<file path="config.mk">
export PLATFORM = sky130hd
export DESIGN_NAME = mvpm_front
export DESIGN_NICKNAME = d
export VERILOG_FILES = /design/src/design/mvpm_pkg.sv /design/src/design/mvpm_front.sv
export SDC_FILE = /design/constraint.sdc
export NUM_CORES = 1
export LEC_CHECK = 0
export ABC_AREA = 1
export BUFFER_PORTS_ARGS = -buffer_cell sky130_fd_sc_hd__buf_2
export CAP_MARGIN = 10
export CORE_ASPECT_RATIO = 0.7
export CORE_MARGIN = 2
export CORE_UTILIZATION = 40
export DETAILED_ROUTE_END_ITERATION = 7
export GPL_TIMING_DRIVEN = 0
export HOLD_SLACK_MARGIN = 0.03
export PLACE_DENSITY = 0.63
export SYNTH_ARGS = -nofsm -noshare
export SYNTH_HDL_FRONTEND = slang
export SYNTH_SLANG_ARGS = --single-unit
</file>
<file path="constraint.sdc">
create_clock -name clk -period 9.42 [get_ports clk]
set_input_delay 0 -clock clk [delete_from_list [all_inputs] [get_ports clk]]
set_output_delay 0 -clock clk [all_outputs]
set_load 0.03 [all_outputs]
</file>
<file path="src/design/mvpm_pkg.sv">
// ----------------------------------------------------------------------------
// mvpm_pkg
// Types, constants and helpers shared by the multi-voice PCM mixer modules.
// ----------------------------------------------------------------------------
package mvpm_pkg;

    localparam int VOICES       = 32;
    localparam int SAMPLE_DEPTH = 65536;

    localparam int SLOT_W  = (VOICES > 1) ? $clog2(VOICES) : 1;
    localparam int MEM_AW  = $clog2(SAMPLE_DEPTH);
    localparam int VSLOT_W = 5;
    localparam int LEN_W   = 17;
    localparam int QDEPTH  = 2;
    localparam int QPTR_W  = 1;

    localparam logic [1:0] CMD_LOAD  = 2'd0;
    localparam logic [1:0] CMD_QUEUE = 2'd1;
    localparam logic [1:0] CMD_TICK  = 2'd2;

    typedef enum logic [1:0] {
        OP_NONE,
        OP_LOAD,
        OP_QUEUE,
        OP_TICK
    } op_t;

    typedef struct packed {
        logic [1:0]         cmd;
        logic [15:0]        address;
        logic signed [15:0] sample_value;
        logic [LEN_W-1:0]   sound_length;
    } item_t;

    typedef struct packed {
        logic signed [15:0] mixed_sample;
        logic               status;
        logic [VSLOT_W-1:0] voice_slot;
    } result_t;

    typedef struct packed {
        op_t                op;
        logic [MEM_AW-1:0]  address;
        logic signed [15:0] sample_value;
        logic [LEN_W-1:0]   sound_length;
    } work_t;

    function automatic logic signed [15:0] sat_add(input logic signed [15:0] a,
                                                   input logic signed [15:0] b);
        logic signed [16:0] s;
        logic signed [15:0] r;
        s = {a[15], a} + {b[15], b};
        if (s[16] != s[15])
        begin
            r = s[16] ? 16'sh8000 : 16'sh7FFF;
        end
        else
        begin
            r = s[15:0];
        end
        return r;
    endfunction

endpackage

</file>
<file path="src/design/mvpm_front.sv">
// ----------------------------------------------------------------------------
// mvpm_front
// Accepts command items, decodes them into operations and holds them in a
// short queue for the execution side.
// ----------------------------------------------------------------------------
module mvpm_front
    import mvpm_pkg::*;
(
    input  logic  clk,
    input  logic  rst_n,
    input  logic  item_valid,
    output logic  item_ready,
    input  item_t item,
    output logic  work_valid,
    input  logic  work_ready,
    output work_t work
);

    work_t              q_reg [QDEPTH];
    logic [QPTR_W-1:0]  wr_ptr_reg;
    logic [QPTR_W-1:0]  rd_ptr_reg;
    logic [QPTR_W:0]    count_reg;
    work_t              decoded;
    logic               push;
    logic               pop;

    always_comb
    begin
        decoded.address      = MEM_AW'(item.address);
        decoded.sample_value = item.sample_value;
        decoded.sound_length = item.sound_length;
        unique case (item.cmd)
            CMD_LOAD:  decoded.op = OP_LOAD;
            CMD_QUEUE: decoded.op = (item.sound_length != '0) ? OP_QUEUE : OP_NONE;
            CMD_TICK:  decoded.op = OP_TICK;
            default:   decoded.op = OP_NONE;
        endcase
    end

    assign item_ready = (count_reg != (QPTR_W + 1)'(QDEPTH));
    assign work_valid = (count_reg != '0);
    assign work       = q_reg[rd_ptr_reg];
    assign push       = item_valid && item_ready;
    assign pop        = work_valid && work_ready;

    always_ff @(posedge clk)
    begin
        if (push)
        begin
            q_reg[wr_ptr_reg] <= decoded;
        end
    end

    always_ff @(posedge clk or negedge rst_n)
    begin
        if (!rst_n)
        begin
            wr_ptr_reg <= '0;
            rd_ptr_reg <= '0;
            count_reg  <= '0;
        end
        else
        begin
            if (push)
            begin
                wr_ptr_reg <= wr_ptr_reg + 1'b1;
            end
            if (pop)
            begin
                rd_ptr_reg <= rd_ptr_reg + 1'b1;
            end
            if (push && !pop)
            begin
                count_reg <= count_reg + 1'b1;
            end
            else if (pop && !push)
            begin
                count_reg <= count_reg - 1'b1;
            end
        end
    end

endmodule

</file>
==> metrics, run 1 <==
vias in the first global route=2,743; clk root buf=clkbuf_16; die height=87.9 um; post-CTS setup buffers=0; cell count after synthesis=308; switch share=39.3%; H-tree depth=3; Setup crit end kind=flop; status=finished clean; P_leak=2.44 nW; Clock Latency Late Sink=330 ps; CP dominant cell by count=nand2_2; critical path class=reg2reg; Seq/Total Area, Yosys=78.6%; Clock transition at path regs=60 ps; Max Cap Viol=0; Clk pwr share=21.1%; slowest cell delay on critical path=590 ps; VDD IR-drop max=0.150 mV; pre-CTS setup slack=7600 ps; Netlist cell types=19; Net count, final=539; sequential power share=36.8%; final hold violation count=0; Crit Reg-Reg Startpoint=count_reg[0]; Fmax achieved=556 MHz; largest net degree at the start of global routing=30; Worst Skew=4.06 ps; Max Root-Sink Buffers=2; site row count=30; post_cts resized=0; I/O pin total=108; synthesis-to-finish area growth=40.6%; Pwr Density=322 mW/mm^2; DR WL met3=584 um; commonest cells after routing, fill and taps aside=nand2_1 (161), buf_2 (107), edfxtp_1 (102); Avg Inst Size Synth=13.1 um^2; WL/cell=13.4 um; WP data required=9450 ps; gr ovfl total=0; R2R Path End=q_reg[0][43]; Hold WS=82.3 ps; Num CTS Buffers=9; Starting Density=41.4%; initial DRC count=99; Total Routing Usage GR=16.0%; first-pass detailed-route iteration total=4; DR WL met2=3960 um; startpoint types=flop; Slew @ Worst Pin=746 ps; crit path max-delay cell type=nor2_4; Pint=1.10 mW; post-route ant nets=0; first-pass GRT wire length=12,800 um; antenna cells=0; DP HPWL=5320 um; Routability Congestion=0.714; routed vias/inst=4.38; top layer in use=met4; net load switching power=0.716 mW; I/O Buffers=107; max reg flops=102; CP Max Fanout=29; Worst Hold Class=in2reg; synthesized flop and latch total=106; CTS tree=built; synth warn=0; crit path from=count_reg[0]; Final Cycle Share=19.1%; count of pins over their slew limit=0; DIE WIDTH=124 um; M1 WL=3600 um; Routed WL=8220 um; Final setup viols=0; critical path cell sequence=inv_2 -> nand2_2 -> nand2_2 -> nor2_4 -> buf_12; PnR worst setup slack=7620 ps; vias=2,699; reg-to-reg slack, setup=7620 ps; die area=0.0109 mm^2; share of cells above drive strength 1=28.9%; CP Data Arrival Time=1830 ps; min cycle time layout=1800 ps; Worst Reg-to-Reg Cells=5; most common cell after layout, fill and taps aside=nand2_1; fillers=829; final setup TNS=0 ps; Slew headroom=50.2%; Syn Nets=364; Mapped Area=0.00403 mm^2; combinational power share=42.2%; antenna violations before repair=0; core area=0.00972 mm^2; CTS sink cnt=106; RSZ-0062 raised after global routing=no; DRC=0; CP Capture Point=q_reg[0][43]
[kinds of logic after synthesis]
group | synth area share (%)
and+or+nand+nor | 17.0
DFF | 78.6
buffers and inverters | 3.20
AOI/OAI and AO/OA | 0.248
adders and majority gates | 0.311
xor gates and xnor gates | 0.653
[cells in the mapped netlist]
cell,number,area (um^2)
or2_1,1,6.26
a21oi_1,1,5.00
edfxtp_1,102,3060
nand2_2,2,12.5
buf_4,6,45.0
inv_2,2,7.51
nand3_1,1,5.00
nor3_1,1,5.00
o21ai_1,1,5.00
ha_1,1,12.5
inv_1,3,11.3
dfrtp_1,4,100
nor2_2,1,6.26
nand2_1,161,604
buf_6,5,56.3
xnor2_1,1,8.76
inv_6,1,8.76
nor2_1,12,45.0
xor2_1,2,17.5
[critical path, delay by kind of cell, from the launching register on]
family                 cells  cell delay, ps
and+or+nand+nor            3             760
DFF                        1             380
buffers and inverters      2             360
[how the worst min path moves through the flow]
| stage | startpoint | to | slack (ps) | cells past startpoint |
|---|---|---|---|---|
| final | item_valid | wr_ptr_reg | 80 | 5 |
| after global routing | item_valid | wr_ptr_reg | 120 | 5 |
| after CTS | item_valid | wr_ptr_reg | 70 | 5 |
| after detailed placement | rst_n | count_reg[1] | -190 | 1 |
| after global placement | rst_n | count_reg[0] | -190 | 1 |
| after floorplan | rst_n | count_reg[0] | -300 | 0 |
[per-layer routing]
layer | vias up | GRT usage, %
li1 | 1375 | -
met1 | 1233 | 19.1
met2 | 81 | 27.7
met3 | 10 | 5.79
met4 | 0 | 3.98
met5 | - | 0
[power groups by stage]
stage | combinational, mW | sequential, mW | clock [mW]
after detailed placement | 0.760 | 0.679 | 0
after global placement | 0.729 | 0.687 | 0
after floorplan | 0.513 | 0.679 | 0
after global routing | 0.840 | 0.678 | 0.411
final | 0.767 | 0.669 | 0.383
after CTS | 0.779 | 0.669 | 0.393
[timing repair]
item | 4_1_cts | 5_1_grt
hold buffers | 54 | 0
hold endpoints to repair | 107 | 0
endpoints found under the setup margin | 0 | 0
[cell type report]
| type | count | area (um^2) | share of cell area [%] |
|---|---|---|---|
| sequential | 106 | 3160 | 55.9 |
| clock buffer | 11 | 233 | 4.11 |
| buffer | 11 | 101 | 1.79 |
| timing repair buffer | 164 | 1150 | 20.3 |
| multi-input combinational | 185 | 746 | 13.2 |
| inverter | 6 | 27.5 | 0.486 |
| tap | 128 | 160 | 2.83 |
| clock inverter | 5 | 77.6 | 1.37 |
[stage by stage]
stage,power (mW),cell area [um^2],instances,util [%]
2_1_floorplan,1.19,4030,308,-
3_3_place_gp,1.42,4720,543,48.6
3_5_place_dp,1.44,4810,546,49.5
4_1_cts,1.84,5660,616,58.2
5_1_grt,1.93,5660,616,58.2
6_report,1.82,5660,616,58.2
Power figures use the tool's default switching activity.
==> inputs of run 2 (changes only) <==
==> constraint.sdc (replaced) <==
create_clock -name clk -period 1.66 [get_ports clk]
set_input_delay 0 -clock clk [delete_from_list [all_inputs] [get_ports clk]]
set_output_delay 0 -clock clk [all_outputs]
set_load 0.03 [all_outputs]
==> run 2 against run 1 <==
  * Die area stayed put
  * Global-route usage is 0.37 points lower
  * Utilization is 0.55 points higher
  * Critical path depth is 1 lower
  * Flip-flop and latch count stayed put
  * Wire length is 2.9% higher
  * Via count is 2.7% higher
==> metrics, run 2 (synthesis results as in run 1) <==
status=finished clean; Total Routing Usage GR=15.6% (-0.37 points); Setup crit end kind=flop; antenna cells=0 (unchanged); Starting Density=41.4% (unchanged); VDD IR-drop max=0.865 mV (+480%); CTS sink cnt=106 (unchanged); first-pass detailed-route iteration total=4 (unchanged); final setup TNS=0 ps (unchanged); Clock transition at path regs=60 ps (about the same); Max Root-Sink Buffers=2 (unchanged); Final Cycle Share=93.4% (+74 points); vias in the first global route=2,719 (-0.87%); startpoint types=flop; synthesis-to-finish area growth=41.9%; routed vias/inst=4.48 (+2.2%); Slew headroom=54.8% (+4.7 points); DRC=0 (unchanged); first-pass GRT wire length=12,600 um (-1.4%); DP HPWL=5270 um (-0.94%); most common cell after layout, fill and taps aside=nand2_1; Num CTS Buffers=9 (unchanged); largest net degree at the start of global routing=28 (-6.7%); die height=87.9 um (unchanged); count of pins over their slew limit=0 (unchanged); Routability Congestion=0.757 (+6.1%); gr ovfl total=0 (unchanged); I/O pin total=108 (unchanged); CTS tree=built; Fmax achieved=645 MHz (+16%); PnR worst setup slack=109 ps (-7510 ps); share of cells above drive strength 1=29.5% (+0.64 points); Pwr Density=1850 mW/mm^2 (+470%); clk root buf=clkbuf_16; WL/cell=13.7 um (+2.4%); DIE WIDTH=124 um (unchanged); initial DRC count=111 (+12%); reg-to-reg slack, setup=110 ps (-7510 ps); CP Data Arrival Time=1520 ps (-310 ps); final hold violation count=0 (unchanged); H-tree depth=3 (unchanged); critical path class=reg2reg; antenna violations before repair=0 (unchanged); I/O Buffers=107 (unchanged); Clock Latency Late Sink=330 ps (about the same); Net count, final=542 (+0.56%); Slew @ Worst Pin=677 ps (-69.4 ps); P_leak=2.46 nW (+0.73%); Worst Hold Class=in2reg; die area=0.0109 mm^2 (unchanged); critical path cell sequence=inv_2 -> nand2_4 -> nand2_8 -> nor2_2; CP Max Fanout=12 (-59%); min cycle time layout=1550 ps (-248 ps); max reg flops=102 (unchanged); Worst Skew=3.29 ps (-0.768 ps); core area=0.00972 mm^2 (unchanged); fin cells=619 (+0.49%); site row count=30 (unchanged); commonest cells after routing, fill and taps aside=nand2_1 (161), buf_2 (107), edfxtp_1 (102); Routed WL=8460 um (+2.9%); Hold WS=91.9 ps (+9.63 ps); pre-CTS setup slack=-228 ps (-7830 ps); Placed Cells incl. Taps=545 (-0.18%); Final setup viols=0 (unchanged); Max Cap Viol=0 (unchanged); vias=2,771 (+2.7%); crit path max-delay cell type=nor2_2; post-route ant nets=0 (unchanged); WP data required=1630 ps (-7820 ps); RSZ-0062 raised after global routing=no; slowest cell delay on critical path=550 ps (-40 ps)
run 2: changes by cell type in the layout (fill, tap and decap cells not counted), sizes merged:
cell | before | now
nor2 | 13 | 15
buf | 121 | 122
bufinv | 2 | 3
clkinv | 2 | 1
clkinvlp | 0 | 1
inv | 7 | 6
run 2: layer usage:
| metal | vias up | global-route usage [%] | wire (um) |
|---|---|---|---|
| met5 | - | 0 | 0 |
| met4 | 0 | 4.49 | 83 |
| met3 | 10 | 4.88 | 600 |
| met2 | 102 | 27.1 | 3880 |
| met1 | 1274 | 19.0 | 3890 |
| li1 | 1385 | - | - |
run 2: worst paths after layout:
| path | from | end | cells past startpoint |
|---|---|---|---|
| min in group asynchronous | rst_n | count_reg[0] | 3 |
| worst max-delay path | count_reg[0] | q_reg[0][13] | 4 |
| worst min register to register | count_reg[0] | count_reg[0] | 1 |
| worst max register to register | count_reg[0] | q_reg[0][13] | 4 |
| max in group asynchronous | rst_n | rd_ptr_reg | 3 |
| worst min-delay path | item_valid | wr_ptr_reg | 5 |
run 2: power breakdown:
part	switching (mW)	total (mW)	internal, mW
combinational	3.12	4.42	1.30
clock	0.849	2.32	1.47
sequential	0.165	3.81	3.65
run 2: critical path, delay by kind of cell, from the launching register on:
kind	cells	cell delay [ps]
buffers and inverters	1	80
AND/OR/NAND/NOR	3	720
flip-flops	1	380
run 2: stage by stage:
stage          cell area [um^2]  utilization [%]  power [mW]
2_1_floorplan              4050                -        6.79
3_3_place_gp               4740             48.8        8.03
3_5_place_dp               4780             49.2        8.13
4_1_cts                    5660             58.2        10.6
5_1_grt                    5710             58.8        11.2
6_report                   5710             58.8        10.6
run 2: area by class of cell:
class                      count  area, um^2
clock inverter                 5         103
timing repair buffer         165        1140
sequential                   106        3160
fill                         798        4010
inverter                       6        27.5
tap                          128         160
buffer                        11         101
multi-input combinational    187         782
clock buffer                  11         233
run 2: what timing repair did:
action                                  4_1_cts  5_1_grt
buffers inserted                              0        2
endpoints found under the setup margin       78      102
pin swaps                                     1        2
gates cloned                                  0        2
hold buffers                                 54        0
resized for setup                             0        2
endpoints found under the hold margin       107        0
